File: config.mk
export PLATFORM = sky130hd
export DESIGN_NAME = gray_png_stored_stream_writer_flat
export DESIGN_NICKNAME = d
export VERILOG_FILES = /design/src/hw/rtl/gpsw_pkg.sv /design/src/hw/rtl/gpsw_stream_if.sv /design/src/hw/rtl/gray_png_stored_stream_writer.sv /design/src/flat_wrapper.sv
export SDC_FILE = /design/constraint.sdc
export NUM_CORES = 2
export LEC_CHECK = 0
export ABC_AREA = 1
export BUFFER_PORTS_ARGS = -buffer_cell sky130_fd_sc_hd__clkbuf_2
export CAP_MARGIN = 30
export CORE_ASPECT_RATIO = 0.8
export CORE_MARGIN = 10
export CORE_UTILIZATION = 50
export DETAILED_ROUTE_END_ITERATION = 16
export GPL_ROUTABILITY_DRIVEN = 0
export PLACE_DENSITY = 0.71
export RECOVER_POWER = 50
export SYNTH_ARGS = -nofsm -noshare
export SYNTH_HDL_FRONTEND = slang
export SYNTH_SLANG_ARGS = --single-unit
File: constraint.sdc
create_clock -name clk -period 9.1 [get_ports clk]
set_clock_uncertainty 0.2 [all_clocks]
set_input_delay 0.91 -clock clk [delete_from_list [all_inputs] [get_ports clk]]
set_output_delay 0.91 -clock clk [all_outputs]
set_load 0.01 [all_outputs]
File: src/hw/rtl/gpsw_pkg.sv
// Shared types, constants and the CRC-32 byte update of the PNG stream writer.
`timescale 1ns / 1ps
package gpsw_pkg;
  typedef logic [7:0] byte_t;

  localparam int BLOCK_MAX_DEF = 65535;
  localparam int STEP_MAX = 50;
  localparam logic [16:0] ADLER_MOD = 17'd65521;
  localparam logic [31:0] CRC_POLY = 32'hEDB88320;

  function automatic logic [31:0] crc_byte(logic [31:0] c_in, byte_t b);
    logic [31:0] c;
    c = c_in ^ {24'b0, b};
    for (int i = 0; i < 8; i++) begin
      c = (c >> 1) ^ (CRC_POLY & {32{c[0]}});
    end
    return c;
  endfunction
endpackage

File: src/hw/rtl/gpsw_stream_if.sv
// Valid/ready stream interfaces for pixel beats and PNG byte beats.
`timescale 1ns / 1ps
interface gpsw_pixel_if;
  import gpsw_pkg::*;
  logic valid;
  logic ready;
  byte_t pixel;
  modport source (output valid, output pixel, input ready);
  modport sink (input valid, input pixel, output ready);
endinterface

interface gpsw_byte_if;
  import gpsw_pkg::*;
  logic valid;
  logic ready;
  byte_t out_byte;
  logic run_last;
  logic file_end;
  modport source (output valid, output out_byte, output run_last, output file_end, input ready);
  modport sink (input valid, input out_byte, input run_last, input file_end, output ready);
endinterface

File: src/hw/rtl/gray_png_stored_stream_writer.sv
// PNG writer for 8-bit gray images using stored deflate blocks, one byte beat per cycle while the sink is ready.
`timescale 1ns / 1ps
// The block turns a raster stream of gray pixels into the bytes of a PNG file, one output
// byte per clock while the sink is ready. A pixel inside a row yields one data byte, the first
// pixel of a row two (filter byte), plus five block header bytes whenever a new block starts.
// The first pixel of an image emits 43 header bytes. The IDAT length comes from a multiplier
// and a reciprocal multiplication by the block size that finish within the first few header
// bytes, so the header does not stall. The last pixel adds 20 trailer bytes. A pixel is
// buffered one deep, so the next pixel is taken while the current one is still producing
// bytes. At most 50 byte beats belong to one pixel; the rest follow after the next pixel
// arrives. Width and height are sampled when an image starts; zero is treated as one.
module gray_png_stored_stream_writer #(
  parameter int BLOCK_MAX = gpsw_pkg::BLOCK_MAX_DEF
) (
  input  logic               clk,
  input  logic               rst,
  gpsw_pixel_if.sink         pix,
  gpsw_byte_if.source        bytes,
  input  logic               psel,
  input  logic               penable,
  input  logic               pwrite,
  input  logic [2:0]         paddr,
  input  logic [31:0]        pwdata,
  output logic [31:0]        prdata,
  output logic               pready
);
  import gpsw_pkg::*;

  localparam logic [15:0] BM = 16'(BLOCK_MAX);
  localparam logic [5:0] STEP_LAST = 6'(STEP_MAX - 1);
  localparam int RECIP_SHIFT = 32 + $clog2(BLOCK_MAX);
  localparam logic [32:0] RECIP =
    33'(((64'd1 << RECIP_SHIFT) + 64'(BLOCK_MAX) - 64'd1) / 64'(BLOCK_MAX));
  localparam logic [15:0] RECIP_LO = RECIP[15:0];
  localparam logic [16:0] RECIP_HI = RECIP[32:16];

  typedef enum logic [2:0] {P_IDLE, P_HDR, P_BH, P_DATA, P_FIN} phase_t;
  typedef enum logic [2:0] {C_IDLE, C_MUL, C_PREP, C_PROD, C_SUM, C_LEN, C_DONE} cstate_t;

  logic [15:0] cfg_w, cfg_h, img_w, img_h;
  logic pend_v, qv, filt, paused, header_done, ov, orl, ofe;
  byte_t pend_px, qpx, px, obyte;
  phase_t phase;
  logic [5:0] idx, step_cnt;
  logic [16:0] col;
  logic [15:0] row, block_left, adler_lo, adler_hi;
  logic [31:0] remaining, crc, cword, raw, quo, idat_len, num;
  logic [47:0] plo;
  logic [48:0] phi;
  cstate_t cstate;

  logic [15:0] cfg_w_next, cfg_h_next, img_w_next, img_h_next;
  logic pend_v_next, qv_next, filt_next, paused_next, header_done_next, ov_next;
  byte_t pend_px_next, qpx_next, px_next;
  phase_t phase_next;
  logic [5:0] idx_next, step_cnt_next;
  logic [16:0] col_next;
  logic [15:0] row_next, block_left_next, adler_lo_next, adler_hi_next;
  logic [31:0] remaining_next, crc_next, cword_next, raw_next, quo_next, idat_len_next;
  logic [31:0] num_next;
  logic [47:0] plo_next;
  logic [48:0] phi_next;
  cstate_t cstate_next;

  logic stall_len, fire, pend_take, start_req, job_last, fin_end, fin_go, row_end, rl;
  byte_t b, start_px;
  logic [15:0] blen;
  logic [16:0] lo_s, lo_m, hi_s, hi_m;
  logic [64:0] psum;
  logic tag_first;

  assign pready = 1'b1;
  assign prdata = paddr[2] ? {16'b0, cfg_h} : {16'b0, cfg_w};

  assign stall_len = (phase == P_HDR) && (idx == 6'd33) && (cstate != C_DONE);
  assign fire = (phase != P_IDLE) && !paused && !stall_len && (!ov || bytes.ready);
  assign blen = (remaining > {16'b0, BM}) ? BM : remaining[15:0];
  assign row_end = (col == {1'b0, img_w});
  assign fin_go = !filt && row_end && ((17'(row) + 17'd1) == {1'b0, img_h});
  assign fin_end = (phase == P_FIN) && (idx == 6'd19);
  assign job_last = ((phase == P_DATA) && !filt && !fin_go) || fin_end;
  assign tag_first = ((phase == P_HDR) && ((idx == 6'd12) || (idx == 6'd37))) ||
                     ((phase == P_FIN) && (idx == 6'd12));

  assign lo_s = {1'b0, adler_lo} + {9'b0, b};
  assign lo_m = (lo_s >= ADLER_MOD) ? (lo_s - ADLER_MOD) : lo_s;
  assign hi_s = {1'b0, adler_hi} + lo_m;
  assign hi_m = (hi_s >= ADLER_MOD) ? (hi_s - ADLER_MOD) : hi_s;
  assign psum = {phi, 16'b0} + {17'b0, plo};

  always_comb begin
    b = 8'h00;
    unique case (phase)
      P_HDR: begin
        unique case (idx)
          6'd0: b = 8'h89;
          6'd1: b = 8'h50;
          6'd2: b = 8'h4E;
          6'd3: b = 8'h47;
          6'd4: b = 8'h0D;
          6'd5: b = 8'h0A;
          6'd6: b = 8'h1A;
          6'd7: b = 8'h0A;
          6'd11: b = 8'h0D;
          6'd12: b = 8'h49;
          6'd13: b = 8'h48;
          6'd14: b = 8'h44;
          6'd15: b = 8'h52;
          6'd18: b = img_w[15:8];
          6'd19: b = img_w[7:0];
          6'd22: b = img_h[15:8];
          6'd23: b = img_h[7:0];
          6'd24: b = 8'h08;
          6'd29: b = ~crc[31:24];
          6'd30: b = cword[23:16];
          6'd31: b = cword[15:8];
          6'd32: b = cword[7:0];
          6'd33: b = idat_len[31:24];
          6'd34: b = idat_len[23:16];
          6'd35: b = idat_len[15:8];
          6'd36: b = idat_len[7:0];
          6'd37: b = 8'h49;
          6'd38: b = 8'h44;
          6'd39: b = 8'h41;
          6'd40: b = 8'h54;
          6'd41: b = 8'h78;
          6'd42: b = 8'h01;
          default: b = 8'h00;
        endcase
      end
      P_BH: begin
        unique case (idx)
          6'd0: b = {7'b0, remaining <= {16'b0, BM}};
          6'd1: b = blen[7:0];
          6'd2: b = blen[15:8];
          6'd3: b = ~blen[7:0];
          6'd4: b = ~blen[15:8];
          default: b = 8'h00;
        endcase
      end
      P_DATA: b = filt ? 8'h00 : px;
      P_FIN: begin
        unique case (idx)
          6'd0: b = adler_hi[15:8];
          6'd1: b = adler_hi[7:0];
          6'd2: b = adler_lo[15:8];
          6'd3: b = adler_lo[7:0];
          6'd4, 6'd16: b = ~crc[31:24];
          6'd5, 6'd17: b = cword[23:16];
          6'd6, 6'd18: b = cword[15:8];
          6'd7, 6'd19: b = cword[7:0];
          6'd12: b = 8'h49;
          6'd13: b = 8'h45;
          6'd14: b = 8'h4E;
          6'd15: b = 8'h44;
          default: b = 8'h00;
        endcase
      end
      default: b = 8'h00;
    endcase
  end

  always_comb begin
    cfg_w_next = cfg_w;
    cfg_h_next = cfg_h;
    img_w_next = img_w;
    img_h_next = img_h;
    pend_v_next = pend_v;
    pend_px_next = pend_px;
    qv_next = qv;
    qpx_next = qpx;
    px_next = px;
    filt_next = filt;
    paused_next = paused;
    header_done_next = header_done;
    phase_next = phase;
    idx_next = idx;
    step_cnt_next = step_cnt;
    col_next = col;
    row_next = row;
    block_left_next = block_left;
    adler_lo_next = adler_lo;
    adler_hi_next = adler_hi;
    remaining_next = remaining;
    crc_next = crc;
    cword_next = cword;
    cstate_next = cstate;
    raw_next = raw;
    num_next = num;
    plo_next = plo;
    phi_next = phi;
    quo_next = quo;
    idat_len_next = idat_len;
    ov_next = ov;
    pend_take = 1'b0;
    start_req = 1'b0;
    start_px = pend_px;
    rl = 1'b0;

    if (psel && penable && pwrite) begin
      if (paddr[2]) begin
        cfg_h_next = pwdata[15:0];
      end else begin
        cfg_w_next = pwdata[15:0];
      end
    end

    unique case (cstate)
      C_MUL: begin
        raw_next = ({16'b0, img_w} + 32'd1) * {16'b0, img_h};
        cstate_next = C_PREP;
      end
      C_PREP: begin
        num_next = 32'({1'b0, raw} + {17'b0, BM} - 33'd1);
        remaining_next = raw;
        cstate_next = C_PROD;
      end
      C_PROD: begin
        plo_next = {16'b0, num} * {32'b0, RECIP_LO};
        phi_next = {17'b0, num} * {32'b0, RECIP_HI};
        cstate_next = C_SUM;
      end
      C_SUM: begin
        quo_next = 32'(psum >> RECIP_SHIFT);
        cstate_next = C_LEN;
      end
      C_LEN: begin
        idat_len_next = raw + 32'd6 + {quo[29:0], 2'b00} + quo;
        cstate_next = C_DONE;
      end
      default: cstate_next = cstate;
    endcase

    if (fire) begin
      ov_next = 1'b1;
      step_cnt_next = step_cnt + 6'd1;
      crc_next = crc_byte(tag_first ? 32'hFFFFFFFF : crc, b);
      if (((phase == P_HDR) && (idx == 6'd29)) ||
          ((phase == P_FIN) && ((idx == 6'd4) || (idx == 6'd16)))) begin
        cword_next = ~crc;
      end
      unique case (phase)
        P_HDR: begin
          if (idx == 6'd42) begin
            phase_next = P_BH;
            idx_next = 6'd0;
          end else begin
            idx_next = idx + 6'd1;
          end
        end
        P_BH: begin
          if (idx == 6'd4) begin
            phase_next = P_DATA;
            block_left_next = blen;
            idx_next = 6'd0;
          end else begin
            idx_next = idx + 6'd1;
          end
        end
        P_DATA: begin
          block_left_next = block_left - 16'd1;
          remaining_next = remaining - 32'd1;
          adler_lo_next = lo_m[15:0];
          adler_hi_next = hi_m[15:0];
          idx_next = 6'd0;
          if (filt) begin
            filt_next = 1'b0;
            col_next = 17'd1;
            phase_next = (block_left == 16'd1) ? P_BH : P_DATA;
          end else if (row_end) begin
            col_next = 17'd0;
            row_next = row + 16'd1;
            if (fin_go) begin
              phase_next = P_FIN;
            end
          end else begin
            col_next = col + 17'd1;
          end
        end
        P_FIN: begin
          idx_next = idx + 6'd1;
          if (fin_end) begin
            header_done_next = 1'b0;
          end
        end
        default: phase_next = phase;
      endcase

      if (job_last) begin
        rl = !(qv && !fin_end) || (step_cnt == STEP_LAST);
        if (qv && !fin_end) begin
          start_req = 1'b1;
          start_px = qpx;
          qv_next = 1'b0;
          if (step_cnt == STEP_LAST) begin
            paused_next = 1'b1;
          end
        end else begin
          qv_next = 1'b0;
          if (pend_v) begin
            start_req = 1'b1;
            pend_take = 1'b1;
            step_cnt_next = 6'd0;
          end else begin
            phase_next = P_IDLE;
          end
        end
      end else if (step_cnt == STEP_LAST) begin
        rl = 1'b1;
        paused_next = 1'b1;
      end
    end else begin
      if (bytes.ready) begin
        ov_next = 1'b0;
      end
      if ((phase == P_IDLE) && pend_v) begin
        start_req = 1'b1;
        pend_take = 1'b1;
        step_cnt_next = 6'd0;
      end else if (paused && pend_v) begin
        paused_next = 1'b0;
        step_cnt_next = 6'd0;
        qv_next = 1'b1;
        qpx_next = pend_px;
        pend_take = 1'b1;
      end
    end

    if (start_req) begin
      px_next = start_px;
      idx_next = 6'd0;
      if (!header_done_next) begin
        header_done_next = 1'b1;
        img_w_next = (cfg_w == 16'd0) ? 16'd1 : cfg_w;
        img_h_next = (cfg_h == 16'd0) ? 16'd1 : cfg_h;
        col_next = 17'd0;
        row_next = 16'd0;
        block_left_next = 16'd0;
        adler_lo_next = 16'd1;
        adler_hi_next = 16'd0;
        cstate_next = C_MUL;
        phase_next = P_HDR;
        filt_next = 1'b1;
      end else begin
        filt_next = (col_next == 17'd0);
        phase_next = (block_left_next == 16'd0) ? P_BH : P_DATA;
      end
    end

    pend_v_next = (pend_v && !pend_take) || (pix.valid && pix.ready);
    if (pix.valid && pix.ready) begin
      pend_px_next = pix.pixel;
    end
  end

  assign pix.ready = !pend_v || pend_take;
  assign bytes.valid = ov;
  assign bytes.out_byte = obyte;
  assign bytes.run_last = orl;
  assign bytes.file_end = ofe;

  always_ff @(posedge clk) begin
    if (rst) begin
      cfg_w <= 16'd1;
      cfg_h <= 16'd1;
      img_w <= 16'd1;
      img_h <= 16'd1;
      pend_v <= 1'b0;
      qv <= 1'b0;
      filt <= 1'b0;
      paused <= 1'b0;
      header_done <= 1'b0;
      phase <= P_IDLE;
      idx <= 6'd0;
      step_cnt <= 6'd0;
      col <= 17'd0;
      row <= 16'd0;
      block_left <= 16'd0;
      adler_lo <= 16'd1;
      adler_hi <= 16'd0;
      crc <= 32'hFFFFFFFF;
      cstate <= C_IDLE;
      ov <= 1'b0;
    end else begin
      cfg_w <= cfg_w_next;
      cfg_h <= cfg_h_next;
      img_w <= img_w_next;
      img_h <= img_h_next;
      pend_v <= pend_v_next;
      qv <= qv_next;
      filt <= filt_next;
      paused <= paused_next;
      header_done <= header_done_next;
      phase <= phase_next;
      idx <= idx_next;
      step_cnt <= step_cnt_next;
      col <= col_next;
      row <= row_next;
      block_left <= block_left_next;
      adler_lo <= adler_lo_next;
      adler_hi <= adler_hi_next;
      crc <= crc_next;
      cstate <= cstate_next;
      ov <= ov_next;
    end
    pend_px <= pend_px_next;
    qpx <= qpx_next;
    px <= px_next;
    remaining <= remaining_next;
    cword <= cword_next;
    raw <= raw_next;
    num <= num_next;
    plo <= plo_next;
    phi <= phi_next;
    quo <= quo_next;
    idat_len <= idat_len_next;
    if (fire) begin
      obyte <= b;
      orl <= rl;
      ofe <= fin_end;
    end
  end
endmodule

File: src/flat_wrapper.sv
// flat-port wrapper written by rule: the top's interface ports become plain ports
module gray_png_stored_stream_writer_flat import gpsw_pkg::*;
#(
  parameter int BLOCK_MAX = gpsw_pkg::BLOCK_MAX_DEF
)
  (clk, rst, psel, penable, pwrite, paddr, pwdata, prdata, pready, pix_valid, pix_pixel, pix_ready, bytes_valid, bytes_out_byte, bytes_run_last, bytes_file_end, bytes_ready);
  gpsw_pixel_if pix_i ();
  gpsw_byte_if bytes_i ();
  input  logic clk;
  input  logic rst;
  input  logic psel;
  input  logic penable;
  input  logic pwrite;
  input  logic [2:0] paddr;
  input  logic [31:0] pwdata;
  output logic [31:0] prdata;
  output logic pready;
  input wire logic [$bits(pix_i.valid)-1:0] pix_valid;
  input wire logic [$bits(pix_i.pixel)-1:0] pix_pixel;
  output wire logic [$bits(pix_i.ready)-1:0] pix_ready;
  output wire logic [$bits(bytes_i.valid)-1:0] bytes_valid;
  output wire logic [$bits(bytes_i.out_byte)-1:0] bytes_out_byte;
  output wire logic [$bits(bytes_i.run_last)-1:0] bytes_run_last;
  output wire logic [$bits(bytes_i.file_end)-1:0] bytes_file_end;
  input wire logic [$bits(bytes_i.ready)-1:0] bytes_ready;
  assign pix_i.valid = pix_valid;
  assign pix_i.pixel = pix_pixel;
  assign pix_ready = pix_i.ready;
  assign bytes_valid = bytes_i.valid;
  assign bytes_out_byte = bytes_i.out_byte;
  assign bytes_run_last = bytes_i.run_last;
  assign bytes_file_end = bytes_i.file_end;
  assign bytes_i.ready = bytes_ready;
  gray_png_stored_stream_writer #(.BLOCK_MAX(BLOCK_MAX)) u_core (.clk(clk), .rst(rst), .pix(pix_i), .bytes(bytes_i), .psel(psel), .penable(penable), .pwrite(pwrite), .paddr(paddr), .pwdata(pwdata), .prdata(prdata), .pready(pready));
endmodule
==> results.sh <==
export IMPL_cts_setup_buffers=0
export IMPL_fill_cells=7294
export IMPL_dp_cells=6201
export IMPL_violations="capacitance limit, slew limit"
export IMPL_synthesis_area_sq_mm=0.0388
export IMPL_worstPathArrival_ns=8.71
export IMPL_crit_cells=43
export IMPL_timing_final_crit_share=0.923
export IMPL_cp_end_kind="flop"
export IMPL_cp_data_required_time_ns=9.41
export IMPL_synthToLayoutAreaGrowth_pct=7.26
export IMPL_num_rows=91
export IMPL_path_max_fanout=15
export IMPL_synth_area_leaders="edfxtp_1, nand2_1, dfxtp_1, fa_1, ha_1"
export IMPL_totalWireLength_mm=114
export IMPL_yosysUniqueCellTypes=62
export IMPL_cts_buffers=52
export IMPL_synth_top_area_frac=0.182
export IMPL_die_w_microns=332
export IMPL_die_area_sq_mm=0.0893
export IMPL_synth_main_ff_cell="edfxtp_1"
export IMPL_final_common_cell="nand2_1"
export IMPL_path_buf_inv=4
export IMPL_cts_tree="built"
export IMPL_cts_root_buffer="clkbuf_16"
export IMPL_ys_seq_elements=469
export IMPL_yosysWarnings=0
export IMPL_first_pass_iters=7
export IMPL_drt_initial_drc_count=4309
export IMPL_grt_max_degree=96
export IMPL_place_hpwl_mm=87.8
export IMPL_cts_resized=0
export IMPL_cpPeakStageDelay_ns=0.60
export IMPL_worst_pin_slew_ns=4.28
export IMPL_fin_crit_ns=8.40
export IMPL_design_area_sq_mm=0.0417
export IMPL_crit_family="simple AND/OR/NAND/NOR gates"
export IMPL_seq_area_frac_synth=0.302
export IMPL_hold_viol=0
export IMPL_antenna_found_initial=1
export IMPL_ir_worst_vdd_v=0.000155
export IMPL_crit_type="flop to flop"
export IMPL_clk_pin_slew_ns=0.07
export IMPL_utilization=0.541
export IMPL_synth_largest_area_cell="edfxtp_1"
export IMPL_slowest_stage="ha_1"
export IMPL_vias_per_cell=5.55
export IMPL_max_freq_mhz=119
export IMPL_rsz0062_at_grt="false"
export IMPL_core_sq_mm=0.0771
export IMPL_grt_use_total=0.245
export IMPL_drc=0
export IMPL_hp_class="input port to flop"
export IMPL_grt_pass1_wl_mm=178
export IMPL_placed_cell_area_sq_mm=0.0401
export IMPL_setup_tns_ns=0
export IMPL_gr_total_overflow=0
export IMPL_synthCells=5226
export IMPL_syn_avg_cell_area_sq_um=7.43
export IMPL_p_total_uw=8520
export IMPL_reg2reg_slack_ns=0.70
export IMPL_final_cells=6298
export IMPL_pwr_density_cell_mw_per_mm2=205
export IMPL_cts_buffer_depth=3
export IMPL_worstRegToRegCells=43
export IMPL_async_flop_share=0
export IMPL_io_buffer_count=59
export IMPL_diodes=0
export IMPL_relSlewSlack=-1.85
export IMPL_initial_core_util=0.504
export IMPL_drv_slew=431
export IMPL_die_h_microns=269
export IMPL_hold_buffers=0
export IMPL_drive_gt1_frac=0.0406
export IMPL_run_status="finished, violations left"
export IMPL_grt_pass1_vias=32300
export IMPL_rr_startpoint="u_core.idx[0]$_SDFFE_PP0P_"
export IMPL_h_tree_depth=2
export IMPL_final_cell_mix="nand2_1, inv_1, nor2_1, nand3_1, o21ai_0"
export IMPL_synth_edf_count=236
export IMPL_power_leakage_uw=0.0193
export IMPL_layout_nets=5757
export IMPL_start_kind="flop"
export IMPL_insertion_delay_ns=0.63
export IMPL_boundaryPins=95
export IMPL_via_count=35000
export IMPL_hold_depth=1
export IMPL_crit_end="u_core.adler_hi[0]$_SDFF_PP0_"
export IMPL_numClockSinks=469
export IMPL_ant_nets=0
export IMPL_avgRoutedWirePerCell_microns=18.1
export IMPL_setup_viol=0
export IMPL_drv_cap=8
export IMPL_crit_path_start="u_core.idx[0]$_SDFFE_PP0P_"
export IMPL_crit_top_cell="nand2_1"
export IMPL_r2r_end="u_core.adler_hi[0]$_SDFF_PP0_"
==> worst register-to-register path: cells and delay by family, from the launching register on <==
kind	cells	cell delay, ns
compound gates	2	0.27
fa+ha+maj	5	1.86
buf+inv	4	0.49
simple gates	30	4.42
flops	1	0.41
xor+xnor	2	0.66
==> layout make-up <==
type                       count  area [sq um]  share of cell area
clock buffer                  66          1410              0.0337
clock inverter                31           292             0.00700
inverter                     748          2810              0.0674
multi-input combinational   3869         23600               0.567
sequential                   469         11800               0.282
tap                         1023          1280              0.0307
timing repair buffer          92           492              0.0118
==> logic make-up after synthesis <==
family                   share of synthesized area
AND/OR/NAND/NOR                              0.270
buffers and inverters                       0.0908
AO/OA/AOI/OAI                               0.0866
adder cells (fa/ha/maj)                      0.197
flip-flops                                   0.302
XOR/XNOR                                    0.0517
multiplexers                               0.00155
other                                     0.000193
==> routing by layer <==
layer / global-route usage / up-vias / wire, microns
met3: 0.0606 / 208 / 12100
met4: 0.0612 / 0 / 2840
met1: 0.343 / 16500 / 49300
li1: - / 16700 / -
met5: 0 / - / 0
met2: 0.374 / 1567 / 49600
==> per-stage QoR <==
step	worst slack (ns)	hold WS, ns
floorplan	2.24	0.227
global route	0.0948	0.240
global placement	1.16	0.243
finish	0.704	0.248
CTS	0.930	0.228
detailed placement	0.991	0.241
==> cell usage after synthesis (71+ instances only) <==
cell type,count
nor2_1,602
a21oi_1,234
edfxtp_1,236
ha_1,249
clkbuf_1,88
inv_1,726
nand2_1,1359
fa_1,226
nand4_1,71
dfxtp_1,233
nand3_1,340
xor2_1,161
o21ai_0,270
==> sequential cells by signal, summed over array words and instances (netlist names), 8 cells and up <==
register,count
u_core.block_left,16
u_core.remaining,32
u_core.px,8
u_core.row,16
u_core.img_h,16
u_core.bytes.out_byte,8
u_core.col,17
u_core.quo,17
u_core.plo,16
u_core.phi,49
u_core.pend_px,8
u_core.qpx,8
u_core.raw,32
u_core.img_w,16
u_core.adler_lo,16
u_core.cfg_h,16
u_core.num,32
u_core.cword,24
u_core.crc,32
u_core.adler_hi,16
u_core.cfg_w,16
u_core.idat_len,32
==> how the worst min path moves through the flow <==
stage / from / to / slack [ns]
final: pix_pixel[4] / u_core.pend_px[4]$_DFFE_PP_ / 0.25
after global routing: pix_pixel[5] / u_core.pend_px[5]$_DFFE_PP_ / 0.24
after CTS: pix_pixel[4] / u_core.pend_px[4]$_DFFE_PP_ / 0.23
after detailed placement: u_core.num[0]$_DFFE_PP_ / u_core.phi[0]$_DFFE_PP_ / 0.24
after global placement: u_core.num[11]$_DFFE_PP_ / u_core.phi[11]$_DFFE_PP_ / 0.24
after floorplan: u_core.pend_px[0]$_DFFE_PP_ / u_core.qpx[0]$_DFFE_PP_ / 0.23
==> power breakdown <==
part	switching (uW)	internal [uW]	total [uW]
Clock	939	1190	2130
Sequential	310	2590	2900
Combinational	2410	1090	3500
Total	3650	4870	8520
No activity file was read; power rests on OpenSTA's default activity.
